`config.mk`:
```
export PLATFORM = sky130hd
export DESIGN_NAME = rpr_front
export DESIGN_NICKNAME = d
export VERILOG_FILES = /design/src/rtl/core/rpr_pkg.sv /design/src/rtl/core/rpr_front.sv
export SDC_FILE = /design/constraint.sdc
export NUM_CORES = 1
export LEC_CHECK = 0
export CAP_MARGIN = 10
export CORE_MARGIN = 1.5
export CORE_UTILIZATION = 57
export DETAILED_ROUTE_END_ITERATION = 16
export DONT_BUFFER_PORTS = 1
export GPL_TIMING_DRIVEN = 0
export PLACE_DENSITY_LB_ADDON = 0.2
export SLEW_MARGIN = 15
export SYNTH_ARGS = -nofsm -noshare
export SYNTH_HDL_FRONTEND = slang
export SYNTH_SLANG_ARGS = --single-unit
```
`constraint.sdc`:
```
create_clock -name clk_i -period 4.9 [get_ports clk_i]
set_input_delay 0.245 -clock clk_i [delete_from_list [all_inputs] [get_ports clk_i]]
set_output_delay 0.245 -clock clk_i [all_outputs]
set_load 0.02 [all_outputs]
```
`src/rtl/core/rpr_pkg.sv`:
```
// ----------------------------------------------------------------------------
// rpr_pkg
// Shared types, constants and tables of the rotary position rotator.
// ----------------------------------------------------------------------------
`default_nettype none
package rpr_pkg;
  localparam int unsigned MaxPairsDef = 128;
  localparam int unsigned CordicStagesDef = 24;
  localparam int unsigned GuardBits = 16;
  localparam int unsigned DataW = 32;
  localparam int unsigned AccW = 52;
  localparam int unsigned CfgW = 17;
  localparam int unsigned CfgIdxW = 1;
  localparam int unsigned QueueDepth = 4;
  localparam logic [31:0] GainQ32 = 32'd2608131496;
  localparam logic [CfgIdxW-1:0] RegHeadDim = 1'b0;
  localparam logic [CfgIdxW-1:0] RegMaxPos = 1'b1;

  typedef struct packed {
    logic        err;
    logic [15:0] pos;
    logic [31:0] x;
    logic [31:0] y;
    logic [31:0] freq;
  } work_t;

  function automatic logic [31:0] atan_turns(input int unsigned i);
    logic [31:0] r;
    begin
      unique case (i)
        0: r = 32'd536870912;  1: r = 32'd316933406;  2: r = 32'd167458907;
        3: r = 32'd85004756;   4: r = 32'd42667331;   5: r = 32'd21354465;
        6: r = 32'd10679838;   7: r = 32'd5340245;    8: r = 32'd2670163;
        9: r = 32'd1335087;    10: r = 32'd667544;    11: r = 32'd333772;
        12: r = 32'd166886;    13: r = 32'd83443;     14: r = 32'd41722;
        15: r = 32'd20861;     16: r = 32'd10430;     17: r = 32'd5215;
        18: r = 32'd2608;      19: r = 32'd1304;      20: r = 32'd652;
        21: r = 32'd326;       22: r = 32'd163;       23: r = 32'd81;
        24: r = 32'd41;        25: r = 32'd20;        26: r = 32'd10;
        27: r = 32'd5;         28: r = 32'd3;         29: r = 32'd1;
        30: r = 32'd1;         default: r = 32'd0;
      endcase
      return r;
    end
  endfunction
endpackage
`default_nettype wire

```
`src/rtl/core/rpr_front.sv`:
```
// ----------------------------------------------------------------------------
// rpr_front
// Classifies items: rotations are checked against the limits, held in a
// staging register while their frequency is read, then queued for the back end.
// ----------------------------------------------------------------------------
`default_nettype none
module rpr_front #(
  parameter int unsigned MaxPairs = rpr_pkg::MaxPairsDef
) (
  input  wire logic               clk_i,
  input  wire logic               rst_ni,
  input  wire logic               push_i,
  output logic                    full_o,
  input  wire logic               mode_i,
  input  wire logic [6:0]         pair_index_i,
  input  wire logic [15:0]        position_i,
  input  wire logic [31:0]        x_i,
  input  wire logic [31:0]        y_i,
  input  wire logic [8:0]         head_len_i,
  input  wire logic [16:0]        max_positions_i,
  input  wire logic [31:0]        freq_i,
  output logic                    q_valid_o,
  output rpr_pkg::work_t          q_item_o,
  input  wire logic               q_pop_i
);
  import rpr_pkg::*;
  localparam int unsigned PtrW = $clog2(QueueDepth);

  work_t            fifo_q [QueueDepth];
  logic [PtrW-1:0]  wr_q, rd_q;
  logic [PtrW:0]    cnt_q;
  logic             push_rot;
  work_t            item;
  logic             pair_ok;
  logic             stg_v_q;
  work_t            stg_q;
  work_t            ent;

  assign full_o = ((cnt_q + (PtrW+1)'(stg_v_q)) == (PtrW+1)'(QueueDepth));
  assign push_rot = push_i && !full_o && mode_i;
  assign pair_ok = ({1'b0, pair_index_i} < head_len_i[8:1])
                && (32'(pair_index_i) < MaxPairs);

  always_comb begin
    item.err = !pair_ok || ({1'b0, position_i} >= max_positions_i);
    item.pos = position_i;
    item.x = x_i;
    item.y = y_i;
    item.freq = '0;
  end

  // table read data arrives in the cycle after accept
  always_comb begin
    ent = stg_q;
    ent.freq = freq_i;
  end

  always_ff @(posedge clk_i) begin
    if (push_rot) begin
      stg_q <= item;
    end
    if (stg_v_q) begin
      fifo_q[wr_q] <= ent;
    end
  end

  always_ff @(posedge clk_i or negedge rst_ni) begin
    if (!rst_ni) begin
      stg_v_q <= 1'b0;
      wr_q <= '0;
      rd_q <= '0;
      cnt_q <= '0;
    end else begin
      stg_v_q <= push_rot;
      if (stg_v_q) begin
        wr_q <= wr_q + 1'b1;
      end
      if (q_pop_i) begin
        rd_q <= rd_q + 1'b1;
      end
      cnt_q <= cnt_q + (PtrW+1)'(stg_v_q) - (PtrW+1)'(q_pop_i);
    end
  end

  assign q_valid_o = (cnt_q != '0);
  assign q_item_o = fifo_q[rd_q];
endmodule
`default_nettype wire

```
Word-level counts from Yosys, hierarchy flattened
Memories as Yosys holds them, arrays and structs flattened.
Cells that the tools add are included.
{ "totals": {"reg_bits": 89, "ram_bits": 452, "input_bits": 150, "elab_cells": 24, "mem_count": 1} }
{ "classes": {"addsub": 4, "order_cmp": 2, "eq_ne": 1, "muxes": 2, "n_reduce_logical": 6} }
{ "memory_table": {"columns": ["name", "depth", "width", "read_ports", "rd_ports_with_merged_regs", "write_ports", "line_no", "source"], "rows": [
  ["fifo_q", 4, 113, 1, 0, 1, "rpr_front.sv:29", "work_t fifo_q [QueueDepth];"]
]} }
{ "op_table": {"columns": ["op", "count"], "rows": [
  ["$ge A16 B17 Y1", 1],
  ["$lt A7 B8 Y1", 1],
  ["$add A2 B1 Y2 const B", 2],
  ["$add A3 B1 Y3", 1],
  ["$eq A3 B3 Y1 const B", 1],
  ["$reduce_bool A3 Y1", 1],
  ["$sub A3 B1 Y3", 1],
  ["$logic_and A1 B1 Y1", 2],
  ["$logic_not A1 Y1", 2],
  ["$mux W1", 2],
  ["$logic_or A1 B1 Y1", 1]
]} }

Longest topological paths before layout
Gate-level depths: netlist (run 1).
{ "depth": {"depth_word": 5, "ltp_mapped": 7, "mapped_depth_nobuf": 7} }

Least setup slack after synthesis (run 1)
OpenSTA, ideal clock, no wires.
{ "synth_timing": {"path_kind": "register -> register", "from": "register stg_v_q", "to": "register stg_q (netlist bit ent[100]) (enable)", "setup_time_ps": 524, "arrival_time_ps": 4623, "slack_ps": -248, "stages_incl_launch_ff": 6, "path_buffers": 0, "period_less_slack_ps": 5148, "path_cell_list": "dfrtp_1 -> ha_1 -> ha_1 -> xnor2_1 -> nor3_1 -> nor2_1"} }
{ "synth_via": {"elab_chain_cells": 5} }
{ "synth_lines": {"columns": ["element", "line_no", "source"], "rows": [
  ["from (decl)", "rpr_front.sv:35", "logic stg_v_q;"],
  ["from (signal assigned)", "rpr_front.sv:74", "stg_v_q <= push_rot;"],
  ["$add A3 B1 Y3", "rpr_front.sv:39", "assign full_o = ((cnt_q + (PtrW+1)'(stg_v_q)) == (PtrW+1)'(QueueDepth));"],
  ["$eq A3 B3 Y1", "rpr_front.sv:39", null],
  ["via full_o", "rpr_front.sv:13", "output logic full_o,"],
  ["$logic_not A1 Y1", "rpr_front.sv:40", "assign push_rot = push_i && !full_o && mode_i;"],
  ["$logic_and A1 B1 Y1 (2 in a row)", "rpr_front.sv:40", null],
  ["via push_rot", "rpr_front.sv:32", "logic push_rot;"],
  ["to (signal assigned)", "rpr_front.sv:60", "stg_q <= item;"],
  ["to (decl)", "rpr_front.sv:36", "work_t stg_q;"]
]} }
The timed path passes the listed nets, and every way through them passes these cells.
A chain may end at the register's enable or synchronous reset.

Final worst setup path (run 1)
{ "layout_timing": {"from": "register stg_v_q", "to": "register stg_q (netlist bit ent[91]) (enable)"} }
The elaborated chain is that of the path after synthesis.

==> summary.txt, run 1 <==
status: complete, no violations
htree depth: 2
vias per cell: 5.833
YS warnings: 0
Largest delay share family, worst path: simple AND/OR/NAND/NOR gates
Hold Vio Cnt, Final: 0
CP Data Required Time: 5.21 ns
slowest CP cell: nor3_1
Crit Path Max Fanout: 22
Rel. slew slack: 39.89%
top-level port count: 265
Starting Density: 58.33%
Crit path arrival time: 3.18 ns
post-synth top area share: 81.21%
leakage: 7.689 nW
Port Buffers: 0
setup TNS: 0 ns
number of buffers created by CTS: 52
drt first pass iters: 5
Site Rows: 67
r2r startpoint: stg_v_q
area grow syn2layout: 18.82%
Worst Max-Slew Pin Slew: 0.8948 ns
critical path type: reg -> reg
post-CTS setup buffer count: 0
Power Dens Cells: 559.8 mW/mm^2
gpl congestion: 0.8293
antenna viol nets, final: 0
largest net degree at the start of global routing: 52
Max clock buf depth: 3
unrepaired setup endpoints after global routing: false
Die Area: 0.03570 sq mm
Residual DRC: 0
Peak VDD IR: 0.4154 mV
CTS Sinks: 541
DP HPWL: 22000 um
Die H: 188.9 um
Max stage delay on crit path: 0.70 ns
share of layout cells above drive strength 1: 21.95%
crit path cell chain: ha_1 > ha_1 > xnor2_1 > nor3_1 > nor2_4 > buf_12 > buf_16 > buf_16
Synthesized Nets: 968
total number of vias: 8498
Mean Syn Cell Area: 25.01 sq um
final worst path period share: 58.62%
final setup fails: 0
Cells after Synth: 788
global router's overall resource usage: 20.76%
Clock Latency Late Sink: 0.58 ns
Die X: 188.9 um
area leader, netlist: edfxtp_1
Final Total Pwr: 13.11 mW
post-synthesis async set-or-reset flop share: 1.479%
CTS tree: done
first-pass GRT wire length: 54590 um
hold slack: 0.04036 ns
mapped cell area: 0.01971 sq mm
drt initial violations: 540
grt ovf: 0
Primary FF master, synth: edfxtp_1
Netlist cell types: 28
CP Buf/Inv Count: 3
final WL: 36060 um
Clock Skews: 0.02360 ns
crit path launch type: register
Post-synth EDFFs: 533
post-route minimum period: 2.873 ns
# Max-Cap Violations: 0
Final Max Slew Viols: 0
fmax: 348.1 MHz
final net count: 1148
PnR worst setup slack: 2.027 ns
R2R Setup Slk: 2.03 ns
initial antenna violation count: 1
crit end category: register
main area contributors after synthesis: edfxtp_1 81%, mux4_2 13%, ha_1 1.9%
root buffer cell: clkbuf_16
Reg clk slew, reported paths: 0.07 ns
wire length per cell: 24.75 um
post-synthesis sequential area ratio: 82.23%
crit path launch: stg_v_q
CORE AREA: 0.03378 sq mm
Final Core Density: 69.32%
cts repair resizes: 0
Place WS: 2.039 ns
Seq cells post-synth: 541
vias in the first global route: 9166
hold crit path type: in -> async
power breakdown:
part,switching (mW),internal (mW)
sequential,0.172,5.72
clock,1.59,2.30
combinational,2.09,1.24
final timing paths:
kind	depth (start not counted)	end
max in group asynchronous	1	wr_q[0]
hold / removal	1	stg_v_q
setup / recovery	8	ent[91]
hold reg to reg	0	fifo_q[1][99]
min in group clk_i	2	ent[82]
setup reg to reg	8	ent[91]
flip-flops by register name (all words and copies together) (netlist names):
signal / flops
wr_q: 2
stg_v_q: 1
cnt_q: 3
fifo_q: 452
ent: 81
rd_q: 2
metrics by stage:
step | area, sq um | cells
3_5_place_dp | 20610 | 1248
4_1_cts | 23410 | 1455
6_report | 23420 | 1457
2_1_floorplan | 19710 | 788
5_1_grt | 23410 | 1455
3_3_place_gp | 20270 | 1236
kinds of logic (layout without fill, tap and decap cells):
logic type / count (synthesis) / after routing / share of synthesized area (%)
fa+ha+maj: 30 / 30 / 1.905
simple gates: 25 / 25 / 0.6920
compound gates: 17 / 17 / 0.5778
mux: 113 / 113 / 12.91
flops: 541 / 541 / 82.23
buf+inv: 57 / 276 / 1.460
other cells: 0 / 2 / 0
xor+xnor: 5 / 5 / 0.2222
Yosys cell counts (3+ instances only):
library cell	n
nor2_1	4
nand2_1	6
a2111oi_0	3
dfrtp_1	8
buf_2	14
mux4_2	113
a21oi_1	6
inv_1	31
nand4_1	3
ha_1	30
and2_1	4
edfxtp_1	533
clkbuf_1	4
buf_6	7
xnor2_1	3
metal layers:
layer	global-route usage (%)	vias up	share of wire, %
met5	0	-	0
met4	7.509	0	2.6
met3	5.505	57	7.6
met2	35.34	349	52
met1	25.92	4406	38
li1	-	3686	-
layout by cell type (no fill, tap or decap), drive strengths merged:
master       synthesis  layout
or3                  1       1
clkinv               0      19
nor2                 4       4
dfrtp                8       8
nor3b                2       2
diode                0       2
xor2                 2       2
mux4               113     113
inv                 31      33
clkbuf               4      70
o311ai               1       1
a21o                 1       1
nand2                6       6
o32a                 1       1
and2                 4       4
nand4b               2       2
o21ai                2       2
ha                  30      30
dlygate4sd3          0     114
edfxtp             533     533
a211oi               2       2
nand2b               1       1
buf                 22      34
nor3                 2       2
xnor2                3       3
bufinv               0       6
o22ai                1       1
a2111oi              3       3
a21oi                6       6
nand4                3       3
cell type report:
class                   instances  area (sq um)
plain buffers                  26         171.4
clock inverters                27         277.8
flip-flops and latches        541         16210
diodes                          2         5.005
multi-input cells             190          3232
fillers                      1994         10370
repair buffers                126          1464
well taps                     448         560.5
clock buffers                  66          1385
inverters                      31         116.4
repair_timing:
item	in CTS	in global routing
hold buffers	114	0
setup endpoints to repair	0	0
endpoints found under the hold margin	220	0
Note: power is estimated with default switching activity, not from simulation.
==> run 2: changes to the inputs <==
clock period = 2.6 ns   (was 4.9 ns; I/O delays follow)
==> summary.txt, run 2 (synthesis gave the netlist of run 1 again) <==
status: complete, no violations
commonest non-fill, non-tap cell in the layout: edfxtp_1
first-pass GRT wire length: 54400 um (-0.34%)
Net Sw Power: 7.266 mW (+89%)
unrepaired setup endpoints after global routing: false
CORE AREA: 0.03378 sq mm (unchanged)
CP Data Required Time: 2.47 ns (-2.74 ns)
CP Buf/Inv Count: 3 (unchanged)
register share of total power: 44.8% (about the same)
Die X: 188.9 um (unchanged)
Hold Vio Cnt, Final: 0 (unchanged)
area grow syn2layout: 19.13%
Inst Count DP: 1248 (unchanged)
crit path launch type: register
top-level port count: 265 (unchanged)
Max stage delay on crit path: 0.48 ns (-0.22 ns)
global router's overall resource usage: 20.52% (-0.24 points)
# Max-Cap Violations: 0 (unchanged)
Reg clk slew, reported paths: 0.06 ns (about the same)
Worst Max-Slew Pin Slew: 0.7106 ns (-0.1842 ns)
htree depth: 2 (unchanged)
gpl congestion: 0.8367 (+0.89%)
Site Rows: 67 (unchanged)
leakage: 7.695 nW (about the same)
setup TNS: 0 ns (unchanged)
Starting Density: 58.33% (unchanged)
Final Core Density: 69.49% (+0.18 points)
drt first pass iters: 5 (unchanged)
antenna viol nets, final: 0 (unchanged)
Most common cell on crit path: buf_2
crit end category: primary output
Port Buffers: 0 (unchanged)
most frequent cells in the layout: 533 x edfxtp_1, 117 x dlygate4sd3_1, 113 x mux4_2
root buffer cell: clkbuf_16
placed inst area: 0.02062 sq mm (about the same)
final setup fails: 0 (unchanged)
cts repair resizes: 0 (unchanged)
vias per cell: 5.769 (-1.1%)
max reg flops: 452 (unchanged)
final net count: 1152 (+0.35%)
Residual DRC: 0 (unchanged)
internal cell power: 17.50 mW (+89%)
Fillers: 1939 (-2.8%)
Max clock buf depth: 3 (unchanged)
largest net degree at the start of global routing: 43 (-17%)
final worst path period share: 90.01%
FF/Latch Area: 0.01621 sq mm (unchanged)
most flop-heavy register: fifo_q
wire length per cell: 24.44 um (-1.3%)
share of layout cells above drive strength 1: 22.83% (+0.88 points)
Rel. slew slack: 52.63% (+13 points)
number of buffers created by CTS: 53 (+1.9%)
total number of vias: 8429 (-0.81%)
Multi-input gate area: 0.003277 sq mm (+1.4%)
crit path cell chain: buf_2 > buf_2 > buf_2 > mux4_2
initial antenna violation count: 1 (unchanged)
hold crit path type: in -> reg
Final Total Pwr: 24.77 mW (+89%)
Clock Latency Late Sink: 0.55 ns (-0.03 ns)
critical path type: reg -> out
vias in the first global route: 9269 (+1.1%)
CTS Sinks: 541 (unchanged)
post-route minimum period: 2.340 ns
DP HPWL: 22180 um (+0.85%)
Peak VDD IR: 0.7782 mV (+87%)
Power Dens Cells: 1055 mW/mm^2 (+88%)
Crit Path Max Fanout: 10 (-55%)
final WL: 35700 um (-0.99%)
Clock power frac: 29.6% (about the same)
slowest CP cell: mux4_2
CTS tree: done
grt ovf: 0 (unchanged)
Largest delay share family, worst path: buffers and inverters
drt initial violations: 612 (+13%)
fin cells: 1461 (+0.27%)
Logic pwr share: 25.6% (+0.2 points)
fmax: 427.3 MHz
Sw Ratio: 29.34% (about the same)
Crit path arrival time: 2.21 ns (-0.97 ns)
Final Max Slew Viols: 0 (unchanged)
Clock Skews: 0.009214 ns (-0.01439 ns)
design area: 0.02348 sq mm (+0.26%)
Die H: 188.9 um (unchanged)
Die Area: 0.03570 sq mm (unchanged)
-- run 2: cell count changes in the layout (fill, tap and decap cells not counted), sizes merged --
| cell | before | now |
|---|---|---|
| clkbuf | 70 | 68 |
| inv | 33 | 31 |
| dlygate4sd3 | 114 | 117 |
| diode | 2 | 1 |
| clkinvlp | 0 | 4 |
| clkinv | 19 | 21 |
-- run 2: what timing repair did --
action	4_1_cts	5_1_grt
hold buffers	117	0
setup buffers	0	0
endpoints found under the hold margin	229	0
endpoints found under the setup margin	0	0
-- run 2: area by class of cell --
type | count | share of cell area, %
Antenna cell | 1 | 0.01066
Buffer | 26 | 0.7301
Clock buffer | 64 | 5.868
Clock inverter | 31 | 1.290
Inverter | 31 | 0.4956
Multi-Input combinational cell | 190 | 13.96
Sequential cell | 541 | 69.03
Tap cell | 448 | 2.388
Timing Repair Buffer | 129 | 6.235
-- run 2: per-stage QoR --
stage          setup slack, ns  hold WS (ns)
6_report                0.2598       0.08738
5_1_grt                 0.1718        0.1224
4_1_cts                 0.2115       0.06526
3_5_place_dp            0.3090       -0.1653
3_3_place_gp           -0.9826       -0.1654
2_1_floorplan         -0.08746       -0.1656
-- run 2: final timing paths --
check / slack (ns) / endpoint / start / cells after the start
worst max-delay path: 0.26 / q_item_o[57] / rd_q[1] / 4
worst min register to register: 0.50 / fifo_q[3][53] / ent[53] / 0
worst min-delay path: 0.09 / ent[112] / max_positions_i[16] / 3
worst max register to register: 0.29 / ent[41] / stg_v_q / 7
max in group asynchronous: 1.80 / cnt_q[1] / rst_ni / 2
min in group asynchronous: 0.50 / rd_q[0] / rst_ni / 2
-- run 2: power groups by stage --
stage	clock [mW]	combinational [mW]	sequential, mW
2_1_floorplan	0	4.87	11.2
3_3_place_gp	0	6.02	11.3
3_5_place_dp	0	6.29	11.3
4_1_cts	7.47	6.48	11.1
5_1_grt	7.82	6.73	11.2
6_report	7.33	6.33	11.1
-- run 2: metal layers --
| metal | wire (um) | vias up | global-route usage (%) | part of all wire, % |
|---|---|---|---|---|
| li1 | - | 3689 | - | - |
| met1 | 14250 | 4400 | 26.82 | 40 |
| met2 | 18030 | 289 | 34.30 | 50 |
| met3 | 2796 | 51 | 5.950 | 7.8 |
| met4 | 630 | 0 | 5.281 | 1.8 |
| met5 | 0 | - | 0 | 0 |
-- run 2: worst reg2reg max path, stage by stage, from the launching register on --
cell     delay (ns)
dfrtp_1        0.48
ha_2           0.25
ha_4           0.18
xnor2_4        0.20
nor3_4         0.11
nor2_4         0.40
buf_16         0.22
buf_16         0.18
